**config.mk**
```make
export PLATFORM = sky130hd
export DESIGN_NAME = hdlc_nrzi_afsk_framer_flat
export DESIGN_NICKNAME = d
export VERILOG_FILES = /design/src/design/hnaf_pkg.sv /design/src/design/hnaf_if.sv /design/src/design/hnaf_crc.sv /design/src/design/hnaf_bitseq.sv /design/src/design/hdlc_nrzi_afsk_framer.sv /design/src/flat_wrapper.sv
export SDC_FILE = /design/constraint.sdc
export NUM_CORES = 1
export LEC_CHECK = 0
export ABC_AREA = 1
export ABC_CLOCK_PERIOD_IN_PS = 3900
export BUFFER_PORTS_ARGS = -buffer_cell sky130_fd_sc_hd__clkbuf_2
export CELL_PAD_IN_SITES_DETAIL_PLACEMENT = 1
export CELL_PAD_IN_SITES_GLOBAL_PLACEMENT = 2
export CORE_AREA = 5 5 87 89
export CTS_CLUSTER_SIZE = 25
export DETAILED_ROUTE_END_ITERATION = 10
export DIE_AREA = 0 0 92 94
export MAX_ROUTING_LAYER = met4
export PLACE_DENSITY = 0.89
export SLEW_MARGIN = 10
export SYNTH_ARGS = -nofsm -noshare
export SYNTH_HDL_FRONTEND = slang
export SYNTH_SLANG_ARGS = --single-unit
```
**constraint.sdc**
```tcl
create_clock -name clk -period 3.9 [get_ports clk]
set_input_delay 0.39 -clock clk [delete_from_list [all_inputs] [get_ports clk]]
set_output_delay 0.39 -clock clk [all_outputs]
set_load 0.005 [all_outputs]
```
**src/design/hnaf_pkg.sv**
```systemverilog
// shared codes, constants and types for the hdlc nrzi tone framer
`timescale 1ns / 1ps

package hnaf_pkg;

    typedef enum logic [1:0] {
        CMD_DATA      = 2'd0,
        CMD_FLAG      = 2'd1,
        CMD_CRC_RESET = 2'd2,
        CMD_FCS       = 2'd3
    } command_t;

    localparam int unsigned CRC_W = 16;

    localparam logic [CRC_W-1:0] CRC_POLY = 16'h8408;
    localparam logic [CRC_W-1:0] CRC_INIT = 16'hffff;

    localparam logic [2:0] STUFF_LIMIT = 3'd5;
    localparam logic [2:0] ONES_MAX    = 3'd7;

    // control from the bit sequencer to the frame check unit
    typedef struct packed {
        logic init;
        logic shift;
        logic din;
    } crc_ctrl_t;

endpackage

```
**src/design/hnaf_if.sv**
```systemverilog
// request and result channel interfaces of the framer
`timescale 1ns / 1ps

interface hnaf_cmd_if;
    logic       valid;
    logic       ready;
    logic [1:0] command;
    logic [7:0] data_byte;

    modport source (output valid, output command, output data_byte, input ready);
    modport sink (input valid, input command, input data_byte, output ready);
endinterface

interface hnaf_tone_if;
    logic valid;
    logic ready;
    logic tone;
    logic stuffed;
    logic last;

    modport source (output valid, output tone, output stuffed, output last, input ready);
    modport sink (input valid, input tone, input stuffed, input last, output ready);
endinterface

```
**src/design/hnaf_crc.sv**
```systemverilog
// bit-serial crc-16 frame check register, reflected polynomial
`timescale 1ns / 1ps

module hnaf_crc (
    input  logic                               clk,
    input  logic                               rst_n,
    input  hnaf_pkg::crc_ctrl_t                ctrl,
    output logic [hnaf_pkg::CRC_W-1:0]         crc
);
    import hnaf_pkg::*;

    logic [CRC_W-1:0] crc_reg;
    logic [CRC_W-1:0] crc_next;
    logic             feedback;

    always_comb
    begin
        feedback = crc_reg[0] ^ ctrl.din;
        crc_next = crc_reg;
        if (ctrl.init)
        begin
            crc_next = CRC_INIT;
        end
        else if (ctrl.shift)
        begin
            crc_next = {1'b0, crc_reg[CRC_W-1:1]} ^ (feedback ? CRC_POLY : '0);
        end
    end

    always_ff @(posedge clk or negedge rst_n)
    begin
        if (!rst_n)
        begin
            crc_reg <= CRC_INIT;
        end
        else
        begin
            crc_reg <= crc_next;
        end
    end

    assign crc = crc_reg;

endmodule

```
**src/design/hnaf_bitseq.sv**
```systemverilog
// bit sequencer: shifts bytes out lsb first with nrzi coding, and bit stuffing on all but flag bytes
`timescale 1ns / 1ps

module hnaf_bitseq (
    input  logic                               clk,
    input  logic                               rst_n,
    hnaf_cmd_if.sink                           cmd,
    hnaf_tone_if.source                        res,
    input  logic [hnaf_pkg::CRC_W-1:0]         crc,
    output hnaf_pkg::crc_ctrl_t                crc_ctrl
);
    import hnaf_pkg::*;

    typedef enum logic [1:0] {
        ST_IDLE,
        ST_SEND,
        ST_STUFF
    } state_t;

    state_t           state_reg, state_next;
    logic [CRC_W-1:0] shift_reg, shift_next;
    logic [4:0]       left_reg, left_next;
    logic             stuff_en_reg, stuff_en_next;
    logic             tone_state_reg, tone_state_next;
    logic [2:0]       ones_reg, ones_next;
    logic             out_valid_reg, out_valid_next;
    logic             out_tone_reg, out_tone_next;
    logic             out_stuffed_reg, out_stuffed_next;
    logic             out_last_reg, out_last_next;

    logic       accept;
    logic       slot_free;
    logic       bit_cur;
    logic [2:0] ones_inc;
    logic       will_stuff;
    command_t   op;

    assign op        = command_t'(cmd.command);
    assign accept    = cmd.valid && cmd.ready;
    assign slot_free = !out_valid_reg || res.ready;
    assign bit_cur   = shift_reg[0];
    assign ones_inc  = (ones_reg == ONES_MAX) ? ones_reg : ones_reg + 3'd1;
    assign will_stuff = stuff_en_reg && bit_cur && (ones_inc == STUFF_LIMIT);

    always_comb
    begin
        state_next       = state_reg;
        shift_next       = shift_reg;
        left_next        = left_reg;
        stuff_en_next    = stuff_en_reg;
        tone_state_next  = tone_state_reg;
        ones_next        = ones_reg;
        out_valid_next   = out_valid_reg && !res.ready;
        out_tone_next    = out_tone_reg;
        out_stuffed_next = out_stuffed_reg;
        out_last_next    = out_last_reg;
        crc_ctrl         = '0;

        case (state_reg)
            ST_IDLE:
            begin
                if (accept)
                begin
                    case (op)
                        CMD_DATA, CMD_FLAG:
                        begin
                            shift_next    = {8'h00, cmd.data_byte};
                            left_next     = 5'd8;
                            stuff_en_next = (op == CMD_DATA);
                            state_next    = ST_SEND;
                        end
                        CMD_FCS:
                        begin
                            // both complemented bytes are captured before any go out
                            shift_next    = ~crc;
                            left_next     = 5'd16;
                            stuff_en_next = 1'b1;
                            state_next    = ST_SEND;
                        end
                        default:
                        begin
                            crc_ctrl.init = 1'b1;
                        end
                    endcase
                end
            end
            ST_SEND:
            begin
                if (slot_free)
                begin
                    crc_ctrl.shift = 1'b1;
                    crc_ctrl.din   = bit_cur;
                    if (bit_cur)
                    begin
                        ones_next = ones_inc;
                    end
                    else
                    begin
                        tone_state_next = !tone_state_reg;
                        ones_next       = 3'd0;
                    end
                    out_valid_next   = 1'b1;
                    out_tone_next    = bit_cur ? tone_state_reg : !tone_state_reg;
                    out_stuffed_next = 1'b0;
                    out_last_next    = (left_reg == 5'd1) && !will_stuff;
                    shift_next       = {1'b0, shift_reg[CRC_W-1:1]};
                    left_next        = left_reg - 5'd1;
                    if (will_stuff)
                    begin
                        state_next = ST_STUFF;
                    end
                    else if (left_reg == 5'd1)
                    begin
                        state_next = ST_IDLE;
                    end
                end
            end
            ST_STUFF:
            begin
                if (slot_free)
                begin
                    tone_state_next  = !tone_state_reg;
                    ones_next        = 3'd0;
                    out_valid_next   = 1'b1;
                    out_tone_next    = !tone_state_reg;
                    out_stuffed_next = 1'b1;
                    out_last_next    = (left_reg == 5'd0);
                    state_next       = (left_reg == 5'd0) ? ST_IDLE : ST_SEND;
                end
            end
            default:
            begin
                state_next = ST_IDLE;
            end
        endcase
    end

    always_ff @(posedge clk or negedge rst_n)
    begin
        if (!rst_n)
        begin
            state_reg       <= ST_IDLE;
            shift_reg       <= '0;
            left_reg        <= '0;
            stuff_en_reg    <= 1'b0;
            tone_state_reg  <= 1'b0;
            ones_reg        <= '0;
            out_valid_reg   <= 1'b0;
            out_tone_reg    <= 1'b0;
            out_stuffed_reg <= 1'b0;
            out_last_reg    <= 1'b0;
        end
        else
        begin
            state_reg       <= state_next;
            shift_reg       <= shift_next;
            left_reg        <= left_next;
            stuff_en_reg    <= stuff_en_next;
            tone_state_reg  <= tone_state_next;
            ones_reg        <= ones_next;
            out_valid_reg   <= out_valid_next;
            out_tone_reg    <= out_tone_next;
            out_stuffed_reg <= out_stuffed_next;
            out_last_reg    <= out_last_next;
        end
    end

    assign cmd.ready   = (state_reg == ST_IDLE);
    assign res.valid   = out_valid_reg;
    assign res.tone    = out_tone_reg;
    assign res.stuffed = out_stuffed_reg;
    assign res.last    = out_last_reg;

endmodule

```
**src/design/hdlc_nrzi_afsk_framer.sv**
```systemverilog
// top level of the hdlc framer with nrzi tone coding and crc-16 frame check
// the taken request moves the sequencer into its send state, from which the first bit period is registered
// throughput: one bit period per cycle while the result channel has room for it
// the shift register holds the byte or both fcs bytes being sent; a crc reset sends none
// a new request is taken once the last bit period of the previous one is registered
// reset: tone 0, ones count 0, frame check 0xffff, no result pending
`timescale 1ns / 1ps

module hdlc_nrzi_afsk_framer (
    input  logic         clk,
    input  logic         rst_n,
    hnaf_cmd_if.sink     cmd,
    hnaf_tone_if.source  res
);
    import hnaf_pkg::*;

    crc_ctrl_t        crc_ctrl;
    logic [CRC_W-1:0] crc;

    hnaf_crc u_crc (
        .clk   (clk),
        .rst_n (rst_n),
        .ctrl  (crc_ctrl),
        .crc   (crc)
    );

    hnaf_bitseq u_bitseq (
        .clk      (clk),
        .rst_n    (rst_n),
        .cmd      (cmd),
        .res      (res),
        .crc      (crc),
        .crc_ctrl (crc_ctrl)
    );

endmodule
```
**src/flat_wrapper.sv**
```systemverilog
// flat-port wrapper written by rule: the top's interface ports become plain ports
module hdlc_nrzi_afsk_framer_flat import hnaf_pkg::*;
  (clk, rst_n, cmd_valid, cmd_command, cmd_data_byte, cmd_ready, res_valid, res_tone, res_stuffed, res_last, res_ready);
  hnaf_cmd_if cmd_i ();
  hnaf_tone_if res_i ();
  input  logic clk;
  input  logic rst_n;
  input wire logic [$bits(cmd_i.valid)-1:0] cmd_valid;
  input wire logic [$bits(cmd_i.command)-1:0] cmd_command;
  input wire logic [$bits(cmd_i.data_byte)-1:0] cmd_data_byte;
  output wire logic [$bits(cmd_i.ready)-1:0] cmd_ready;
  output wire logic [$bits(res_i.valid)-1:0] res_valid;
  output wire logic [$bits(res_i.tone)-1:0] res_tone;
  output wire logic [$bits(res_i.stuffed)-1:0] res_stuffed;
  output wire logic [$bits(res_i.last)-1:0] res_last;
  input wire logic [$bits(res_i.ready)-1:0] res_ready;
  assign cmd_i.valid = cmd_valid;
  assign cmd_i.command = cmd_command;
  assign cmd_i.data_byte = cmd_data_byte;
  assign cmd_ready = cmd_i.ready;
  assign res_valid = res_i.valid;
  assign res_tone = res_i.tone;
  assign res_stuffed = res_i.stuffed;
  assign res_last = res_i.last;
  assign res_i.ready = res_ready;
  hdlc_nrzi_afsk_framer u_core (.clk(clk), .rst_n(rst_n), .cmd(cmd_i), .res(res_i));
endmodule
```
==> impl_metrics.tcl, run 1 <==
set metrics [dict create \
    clock_sinks 47 \
    clk_path_buf_depth 2 \
    diodes 0 \
    fin_tns_setup_ps 0 \
    area_delta_synth_final_pct 9.62 \
    die_x_um 92 \
    ctsHoldBuffers 0 \
    drc 0 \
    synth_warnings 0 \
    critPathMaxFanout 28 \
    io_pins 19 \
    antenna_found_initial 0 \
    cp.arrival_ps 2760 \
    maxSlewViolCount 0 \
    power_density_nw_per_um2 766 \
    fin_ws_ps 1310 \
    maxUsedRoutingLayer "met4" \
    clock_latency_ps 300 \
    synth_cell_types 24 \
    synth-seq-cells 47 \
    relSlewSlack_pct 48.7 \
    first_pass_iters 4 \
    finalWirelength_um 5990 \
    dieArea_um2 8650 \
    met2WireLength_um 2910 \
    grt_pass1_vias 2253 \
    crit_top_cell "o21ai_1" \
    rsz0062_at_grt "no" \
    grt_pass1_wl_um 10700 \
    leakagePower_nw 1.42 \
    fillCellCount 833 \
    syn-instance-count 310 \
    grt_max_degree 48 \
    crit_chain "inv_1 -> ha_1 -> inv_2 -> o21ai_1 -> nor2_2 -> buf_4 -> nand2_1 -> o21ai_1" \
    path_clk_slew_ps 90 \
    min-delay-path-class "in -> async" \
    layout_min_cycle_time_ps 2590 \
    final_nets 355 \
    tightest_slew_ps 764 \
    status "finished, final reports clean" \
    initial_core_util_pct 37.8 \
    route.met3.wl_um 151 \
    max_cap_viol_count 0 \
    fmax_mhz 387 \
    core_um2 6680 \
    fin_worst_skew_ps 9.36 \
    cts_resized 0 \
    hold_violations 0 \
    vias_per_cell 5.16 \
    dp_slack_ps 1300 \
    syn_area_per_cell_um2 8.14 \
    synth_nets 338 \
    postCtsSetupBuffers 0 \
    drive_above_1_share_pct 15.2 \
    critPathRequiredTime_ps 4080 \
    startpoint_type "register" \
    slowest_stage "o21ai_1" \
    dieHeight_um 94 \
    max_stage_delay_ps 650 \
    detail-route-antenna-nets 0 \
    num_vias 2105 \
    drt_iter0_markers 77 \
    fin_util_pct 41.4 \
    cts_tree "done" \
    grt_usage_pct 15.9 \
    hpwl_um 4410 \
    numCtsBuffers 5 \
    wl_met1_um 2820 \
    wl_per_cell_um 14.7 \
    port_buffers 18 \
    routabilityCongestion 0.737 \
    htreeDepth 2 \
    synth_area_um2 2520 \
    synth_seq_area_share_pct 47.4 \
    overflow 0 \
    cts-root-buf "clkbuf_8" \
    rows 30 \
    fin_crit_sh_pct 66.3 \
    vdd_ir_drop_max_uv 340 \
    setup_violations 0 \
    critPathKind "reg -> reg" \
    crit_path_end_kind "register" \
]
## cell usage after synthesis
cell	n	area, um2
nand2_1	70	263
inv_1	50	188
dfrtp_1	31	776
nor2_1	23	86.3
o21ai_0	19	95.1
a22oi_1	17	128
nand3_1	17	85.1
dfstp_2	16	420
o21ai_1	16	80.1
ha_1	14	175
buf_2	10	50.1
o22ai_1	8	50.1
a21oi_1	3	15.0
inv_2	3	11.3
a21oi_2	2	17.5
o211ai_1	2	15.0
o221ai_1	2	17.5
a21boi_1	1	7.51
a31oi_1	1	6.26
nand2_2	1	6.26
nor4_1	1	6.26
o21bai_1	1	7.51
xnor2_1	1	8.76
xor2_1	1	8.76
## per-stage QoR
stage	std cells	hold WS (ps)	cell area [um2]	total power [mW]
after floorplan	310	94.4	2520	1.57
after global placement	400	473	2680	1.81
after detailed placement	400	463	2680	1.85
after CTS	408	204	2770	2.15
after global routing	408	228	2770	2.33
final	408	170	2770	2.12
## cells by family (layout without fill, tap and decap cells)
logic type                 Yosys count  in the layout  share of synthesized area (%)
buffers and inverters               63             81                           9.87
and+or+nand+nor                    112            112                           17.7
AOI/OAI and AO/OA                   72             72                           17.4
DFF                                 47             47                           47.4
adders and majority gates           14             14                           6.94
xor gates and xnor gates             2              2                          0.694
## cell type report
class                           instances  area (um2)  share of cell area (%)
Clock buffer                            6        72.6                    2.62
Clock inverter                          2        12.5                   0.452
Inverter                               53         199                    7.19
Multi-Input combinational cell        200        1080                    39.1
Sequential cell                        47        1200                    43.2
Tap cell                               80         100                    3.62
Timing Repair Buffer                   20         105                    3.80
## path summary, 6_finish.rpt
check / start / depth (start not counted) / end / slack [ps]
setup reg to reg: u_core.u_bitseq.state_reg[1] / 8 / u_core.u_bitseq.shift_reg[13] / 1310
max in group asynchronous: rst_n / 2 / u_core.u_bitseq.shift_reg[12] / 3310
setup / recovery: u_core.u_bitseq.state_reg[1] / 8 / u_core.u_bitseq.shift_reg[13] / 1310
min in group clk: cmd_data_byte[6] / 5 / u_core.u_bitseq.shift_reg[6] / 420
hold reg to reg: u_core.u_bitseq.res.tone / 1 / u_core.u_bitseq.res.tone / 480
hold / removal: rst_n / 2 / u_core.u_bitseq.ones_reg[0] / 170
## metal layers
metal	vias up	track usage [%]
met3	7	2.64
met2	26	26.4
met1	1036	19.8
met4	0	5.20
met5	-	-
li1	1036	-
## layout by cell type, fill, tap and decap left out
master,n
a21boi_1,1
a21oi_1,3
a21oi_2,2
a22oi_1,17
a31oi_1,1
buf_4,2
clkbuf_1,1
clkbuf_2,18
clkbuf_8,5
clkinv_2,1
clkinvlp_4,1
dfrtp_1,31
dfstp_2,16
ha_1,14
inv_1,50
inv_2,3
nand2_1,70
nand2_2,1
nand3_1,17
nor2_1,22
nor2_2,1
nor4_1,1
o211ai_1,2
o21ai_0,19
o21ai_1,16
o21bai_1,1
o221ai_1,2
o22ai_1,8
xnor2_1,1
xor2_1,1
## worst max-delay path: cells and delay by family (launching register included)
kind | cells | cell delay (ps)
AO/OA/AOI/OAI | 2 | 710
flip-flops | 1 | 420
buffers and inverters | 3 | 610
adder cells (fa/ha/maj) | 1 | 520
AND/OR/NAND/NOR | 2 | 210
## where the power goes
| part | leakage (nW) | internal [mW] | switching (mW) | total (mW) |
|---|---|---|---|---|
| logic | 0.807 | 0.324 | 0.645 | 0.969 |
| registers | 0.570 | 0.737 | 0.118 | 0.856 |
| clock network | 0.0412 | 0.126 | 0.167 | 0.293 |
No activity file was read; power rests on OpenSTA's default activity.
==> inputs of run 2 (changes only) <==
--- a/config.mk
+++ b/config.mk
@@ -5,17 +5,17 @@
 export SDC_FILE = /design/constraint.sdc
 export NUM_CORES = 1
 export LEC_CHECK = 0
-export ABC_AREA = 1
-export ABC_CLOCK_PERIOD_IN_PS = 3900
+export ABC_AREA = 0
+export ABC_CLOCK_PERIOD_IN_PS = 2100
 export BUFFER_PORTS_ARGS = -buffer_cell sky130_fd_sc_hd__clkbuf_2
 export CELL_PAD_IN_SITES_DETAIL_PLACEMENT = 1
 export CELL_PAD_IN_SITES_GLOBAL_PLACEMENT = 2
-export CORE_AREA = 5 5 87 89
+export CORE_AREA = 5 5 92 94
 export CTS_CLUSTER_SIZE = 25
 export DETAILED_ROUTE_END_ITERATION = 10
-export DIE_AREA = 0 0 92 94
+export DIE_AREA = 0 0 97 99
 export MAX_ROUTING_LAYER = met4
-export PLACE_DENSITY = 0.89
+export PLACE_DENSITY = 0.8
 export SLEW_MARGIN = 10
 export SYNTH_ARGS = -nofsm -noshare
 export SYNTH_HDL_FRONTEND = slang
==> constraint.sdc (replaced) <==
create_clock -name clk -period 2.1 [get_ports clk]
set_input_delay 0.21 -clock clk [delete_from_list [all_inputs] [get_ports clk]]
set_output_delay 0.21 -clock clk [all_outputs]
set_load 0.005 [all_outputs]
==> impl_metrics.tcl, run 2 <==
set metrics [dict create \
    layout_common_cells "nand2_1, dfrtp_1, a21oi_1, nor2_1, inv_1" \
    io_pins 19 \
    synthTopCellsByArea "dfrtp_1, dfstp_2, ha_1, nand2_1, mux2_2" \
    syn-instance-count 262 \
    die_x_um 97 \
    dieArea_um2 9600 \
    synth_top_family_by_area "simple AND/OR/NAND/NOR gates" \
    power_density_nw_per_um2 1530 \
    grt_pass1_wl_um 10200 \
    synth_adder_area_share_pct 7.01 \
    pwr-share-comb_pct 46.3 \
    cts-root-buf "clkbuf_8" \
    rows 32 \
    drt_iter0_markers 39 \
    synthDominantAreaCellType "dfrtp_1" \
    first_pass_iters 4 \
    grt_pass1_vias 2115 \
    clock_latency_ps 310 \
    muxShareOfSynthArea_pct 8.61 \
    fmax_mhz 529 \
    setup_violations 0 \
    clk_path_buf_depth 2 \
    async_reset_ff_share_pct 100 \
    postCtsSetupBuffers 0 \
    multi_input_area_um2 1190 \
    yosys-top-cells-count "nand2_1, dfrtp_1, a21oi_1, nor2_1, inv_1" \
    synth_nets 290 \
    register_area_um2 1200 \
    grt_usage_pct 13.4 \
    rr_worst_depth 6 \
    routabilityCongestion 0.771 \
    finalPower_mw 4.40 \
    vias_per_cell 4.97 \
    min-delay-path-class "in -> reg" \
    p_sw_mw 1.76 \
    overflow 0 \
    num_vias 1935 \
    critPathMaxFanout 14 \
    grt_max_degree 25 \
    synth-seq-cells 47 \
    antenna_found_initial 0 \
    p_int_mw 2.64 \
    synth_edf_count 0 \
    dieHeight_um 99 \
    hpwl_um 4240 \
    dp.cells 380 \
    tightest_slew_ps 675 \
    synth.top_cell.area_share_pct 31.0 \
    final_common_cell "nand2_1" \
    cts_tree "done" \
    startpoint_type "register" \
    fillCellCount 885 \
    drc 0 \
    rsz0062_at_grt "no" \
    finalWirelength_um 5860 \
    wl_per_cell_um 15.1 \
    hold_violations 0 \
    synth-xor-area-share_pct 1.40 \
    crit_path_end_kind "register" \
    fin_worst_skew_ps 5.81 \
    core_um2 7570 \
    synth_warnings 0 \
    path_clk_slew_ps 90 \
    synth_seq_area_share_pct 47.8 \
    port_buffers 18 \
    synth_area_um2 2500 \
    leakagePower_nw 1.28 \
    htreeDepth 2 \
    synth_cell_types 39 \
    detail-route-antenna-nets 0 \
    initial_core_util_pct 33.0 \
    switching_share_pct 40.0 \
    maxSlewViolCount 0 \
    ys.flop_type "dfrtp_1" \
    area_delta_synth_final_pct 14.7 \
    syn_area_per_cell_um2 9.54 \
    yosysMostFrequentCell "nand2_1" \
    layout_min_cycle_time_ps 1890 \
    final_nets 314 \
    critPathRequiredTime_ps 2290 \
    max_cap_viol_count 0 \
    clock_sinks 47 \
    relSlewSlack_pct 55.0 \
    instances_no_fill 389 \
    fin_crit_sh_pct 90.0 \
    status "finished, final reports clean" \
    synth_compound_area_share_pct 14.5 \
    cp.arrival_ps 2080 \
    seq_power_share_pct 40.4 \
    numCtsBuffers 5 \
    fin_tns_setup_ps 0 \
    critPathKind "reg -> reg" \
    drive_above_1_share_pct 23.3 \
    hold_depth 3 \
    vdd_ir_drop_max_uv 526 \
    power_frac_clock_pct 13.3 \
    diodes 0 \
    synthSimpleGateAreaFrac_pct 15.7 \
]
-- run 2: cell count changes after synthesis, sizes merged, moves of 12 or more --
cell / delta
o21ai: -22
a22oi: -15
nand2: -34
mux2: +12
inv: -34
a21oi: +15
-- run 2: stage by stage --
stage	setup slack, ps	hold WS, ps	util, %	area [um2]
floorplan	329	-85.6	-	2500
CTS	146	298	37.9	2870
global route	19.0	318	37.9	2870
finish	210	302	37.9	2870
global placement	252	269	36.5	2760
detailed placement	171	278	36.5	2760
-- run 2: final cells by class --
type                    count  share of cell area, %
multi-input cells         183                   41.4
flip-flops and latches     47                   41.7
clock inverters             1                  0.175
repair buffers             30                   6.81
inverters                  19                   2.49
well taps                 102                   4.45
clock buffers               7                   3.01
-- run 2: worst paths after layout --
| kind | startpoint | to | slack (ps) |
|---|---|---|---|
| hold reg to reg | u_core.u_bitseq.res.tone | u_core.u_bitseq.res.tone | 500 |
| max in group asynchronous | rst_n | u_core.u_crc.crc[6] | 990 |
| setup / recovery | u_core.u_bitseq.state_reg[1] | u_core.u_bitseq.shift_reg[5] | 210 |
| setup reg to reg | u_core.u_bitseq.state_reg[1] | u_core.u_bitseq.shift_reg[5] | 210 |
| hold / removal | res_ready | u_core.u_bitseq.res.valid | 300 |
| min in group asynchronous | rst_n | u_core.u_bitseq.res.valid | 460 |
-- run 2: cells by family (layout without fill, tap and decap cells) --
logic type,after synthesis,count (layout)
mux,20,20
compound gates,59,59
simple gates,86,86
buf+inv,32,57
fa+ha+maj,14,14
flops,47,47
xor+xnor,4,4
-- run 2: power by group through the flow --
stage / Sequential, mW / Clock, mW / Combinational (mW)
finish: 1.78 / 0.587 / 2.03
detailed placement: 1.79 / 0 / 2.06
global placement: 1.77 / 0 / 1.97
floorplan: 1.70 / 0 / 1.51
CTS: 1.78 / 0.611 / 2.07
global route: 1.84 / 0.646 / 2.31
-- run 2: worst max-delay path: stages, from the launching register on --
cell	delay, ps
dfrtp_1	420
inv_1	100
ha_1	370
nand2b_1	150
a22oi_2	160
buf_4	240
mux2_2	350
-- run 2: per-layer routing --
layer	global-route usage [%]	wire length (um)	up-vias
met3	2.19	131	6
met1	16.0	2780	964
met5	-	0	-
met4	4.54	57	0
met2	23.1	2890	21
li1	-	-	944
-- run 2: what timing repair did --
action | 4_1_cts | 5_1_grt
hold buffers | 1 | 0
setup endpoints to repair | 0 | 4
resized for setup | 0 | 1
hold endpoints to repair | 17 | 0
==> inputs of run 3 (changes only) <==
--- a/config.mk
+++ b/config.mk
@@ -5,17 +5,18 @@
 export SDC_FILE = /design/constraint.sdc
 export NUM_CORES = 1
 export LEC_CHECK = 0
-export ABC_AREA = 0
+export ABC_AREA = 1
 export ABC_CLOCK_PERIOD_IN_PS = 2100
 export BUFFER_PORTS_ARGS = -buffer_cell sky130_fd_sc_hd__clkbuf_2
+export CAP_MARGIN = 10
 export CELL_PAD_IN_SITES_DETAIL_PLACEMENT = 1
 export CELL_PAD_IN_SITES_GLOBAL_PLACEMENT = 2
-export CORE_AREA = 5 5 92 94
+export CORE_AREA = 5 5 95 97
 export CTS_CLUSTER_SIZE = 25
 export DETAILED_ROUTE_END_ITERATION = 10
-export DIE_AREA = 0 0 97 99
+export DIE_AREA = 0 0 100 102
 export MAX_ROUTING_LAYER = met4
-export PLACE_DENSITY = 0.8
+export PLACE_DENSITY = 0.79
 export SLEW_MARGIN = 10
 export SYNTH_ARGS = -nofsm -noshare
 export SYNTH_HDL_FRONTEND = slang
==> impl_metrics.tcl, run 3 (same netlist as run 1, synthesis figures left out) <==
set metrics [dict create \
    status "complete, but fails checks" \
    violations "hold timing" \
    maxSlewViolCount 0 \
    wl_per_cell_um 14.0 \
    power_density_nw_per_um2 1480 \
    io_pins 19 \
    num_vias 2108 \
    finalPower_mw 4.31 \
    numCtsBuffers 5 \
    cp.arrival_ps 1970 \
    fin_ws_ps 335 \
    p_int_mw 2.54 \
    htreeDepth 2 \
    initial_core_util_pct 31.3 \
    core_um2 8050 \
    port_buffers 18 \
    drive_above_1_share_pct 17.6 \
    max_stage_delay_ps 410 \
    maxUsedRoutingLayer "met4" \
    setup_violations 0 \
    worstSetupEndpoint "u_core.u_bitseq.ones_reg[0]" \
    whs_ps -18.9 \
    rows 33 \
    postCtsSetupBuffers 0 \
    grt_pass1_wl_um 10900 \
    diodes 0 \
    dieArea_um2 10200 \
    r2r_slack_ps 330 \
    fillCellCount 994 \
    finalWirelength_um 6190 \
    startpoint_type "register" \
    r2r_end "u_core.u_bitseq.ones_reg[0]" \
    drc 0 \
    final_common_cell "nand2_1" \
    critPathMaxFanout 13 \
    min-delay-path-class "in -> async" \
    cp-startpoint "u_core.u_bitseq.state_reg[1]" \
    fmax_mhz 567 \
    relSlewSlack_pct 58.9 \
    route.met3.wl_um 152 \
    rr_startpoint "u_core.u_bitseq.state_reg[1]" \
    layout_min_cycle_time_ps 1770 \
    cts_resized 0 \
    detail-route-antenna-nets 0 \
    leakagePower_nw 1.49 \
    fin_worst_skew_ps 7.60 \
    tightest_slew_ps 617 \
    overflow 0 \
    switching_share_pct 41.2 \
    grt_usage_pct 13.8 \
    die_x_um 100 \
    fin_tns_setup_ps 0 \
    cts-root-buf "clkbuf_8" \
    critPathRequiredTime_ps 2310 \
    ctsHoldBuffers 0 \
    crit_path_end_kind "register" \
    rsz0062_at_grt "no" \
    grt_pass1_vias 2294 \
    path_clk_slew_ps 100 \
    met2WireLength_um 2940 \
    grt_max_degree 48 \
    pwr-share-comb_pct 44.0 \
    antenna_found_initial 0 \
    wl_met1_um 3000 \
    slowest_stage "dfrtp_1" \
    area_delta_synth_final_pct 15.4 \
    vdd_ir_drop_max_uv 462 \
    clock_latency_ps 310 \
    fin_crit_sh_pct 84.1 \
    hold_violations 15 \
    rr_worst_depth 7 \
    seq_power_share_pct 36.8 \
    cts_tree "done" \
    dp_slack_ps 305 \
    p_sw_mw 1.78 \
    final_nets 363 \
    first_pass_iters 4 \
    hpwl_um 4590 \
    max_cap_viol_count 0 \
    power_frac_clock_pct 19.2 \
    critPathKind "reg -> reg" \
    clk_path_buf_depth 2 \
    dieHeight_um 102 \
    vias_per_cell 4.78 \
    drt_iter0_markers 68 \
    clock_sinks 47 \
    layout_common_cells "nand2_1, inv_1, dfrtp_1, nor2_1, o21ai_0" \
    routabilityCongestion 0.848 \
    crit_chain "inv_1 -> ha_1 -> inv_2 -> nand2_1 -> a21oi_2 -> o21ai_0 -> a21boi_1" \
    fin_util_pct 36.2 \
]
-- run 3: worst min-delay path by stage --
stage          cells after the start                           to
6_report                           2  u_core.u_bitseq.ones_reg[1]
5_1_grt                            2  u_core.u_bitseq.ones_reg[1]
4_1_cts                            2  u_core.u_bitseq.ones_reg[1]
3_5_place_dp                       2  u_core.u_bitseq.ones_reg[1]
3_3_place_gp                       2  u_core.u_bitseq.ones_reg[1]
2_1_floorplan                      0  u_core.u_bitseq.left_reg[0]
-- run 3: layout make-up --
cell class | instances | area (um2) | area share, %
clock inverters | 3 | 71.3 | 2.45
repair buffers | 28 | 165 | 5.67
well taps | 105 | 131 | 4.51
flip-flops and latches | 47 | 1200 | 41.1
inverters | 53 | 199 | 6.83
multi-input cells | 200 | 1080 | 37.1
clock buffers | 5 | 68.8 | 2.36
-- run 3: worst max-delay path, delay by kind of cell, from the launching register on --
family,cells,cell delay [ps]
compound gates,3,560
flops,1,410
buf+inv,2,300
fa+ha+maj,1,250
simple gates,1,150
-- run 3: layer usage --
metal / GRT usage, % / up-vias
met5: - / -
met4: 4.25 / 0
met3: 2.53 / 9
met2: 22.4 / 18
met1: 17.6 / 1029
li1: - / 1052
-- run 3: power groups by stage --
stage	Combinational (mW)	Sequential, mW	Clock, mW
after global placement	1.88	1.59	0
after detailed placement	1.94	1.61	0
after CTS	1.94	1.59	0.851
final	1.90	1.59	0.827
after global routing	2.20	1.63	0.889
after floorplan	1.38	1.54	0
-- run 3: through the flow --
stage	cells	area, um2
floorplan	310	2520
global placement	433	2770
detailed placement	433	2770
CTS	441	2910
global route	441	2910
finish	441	2910
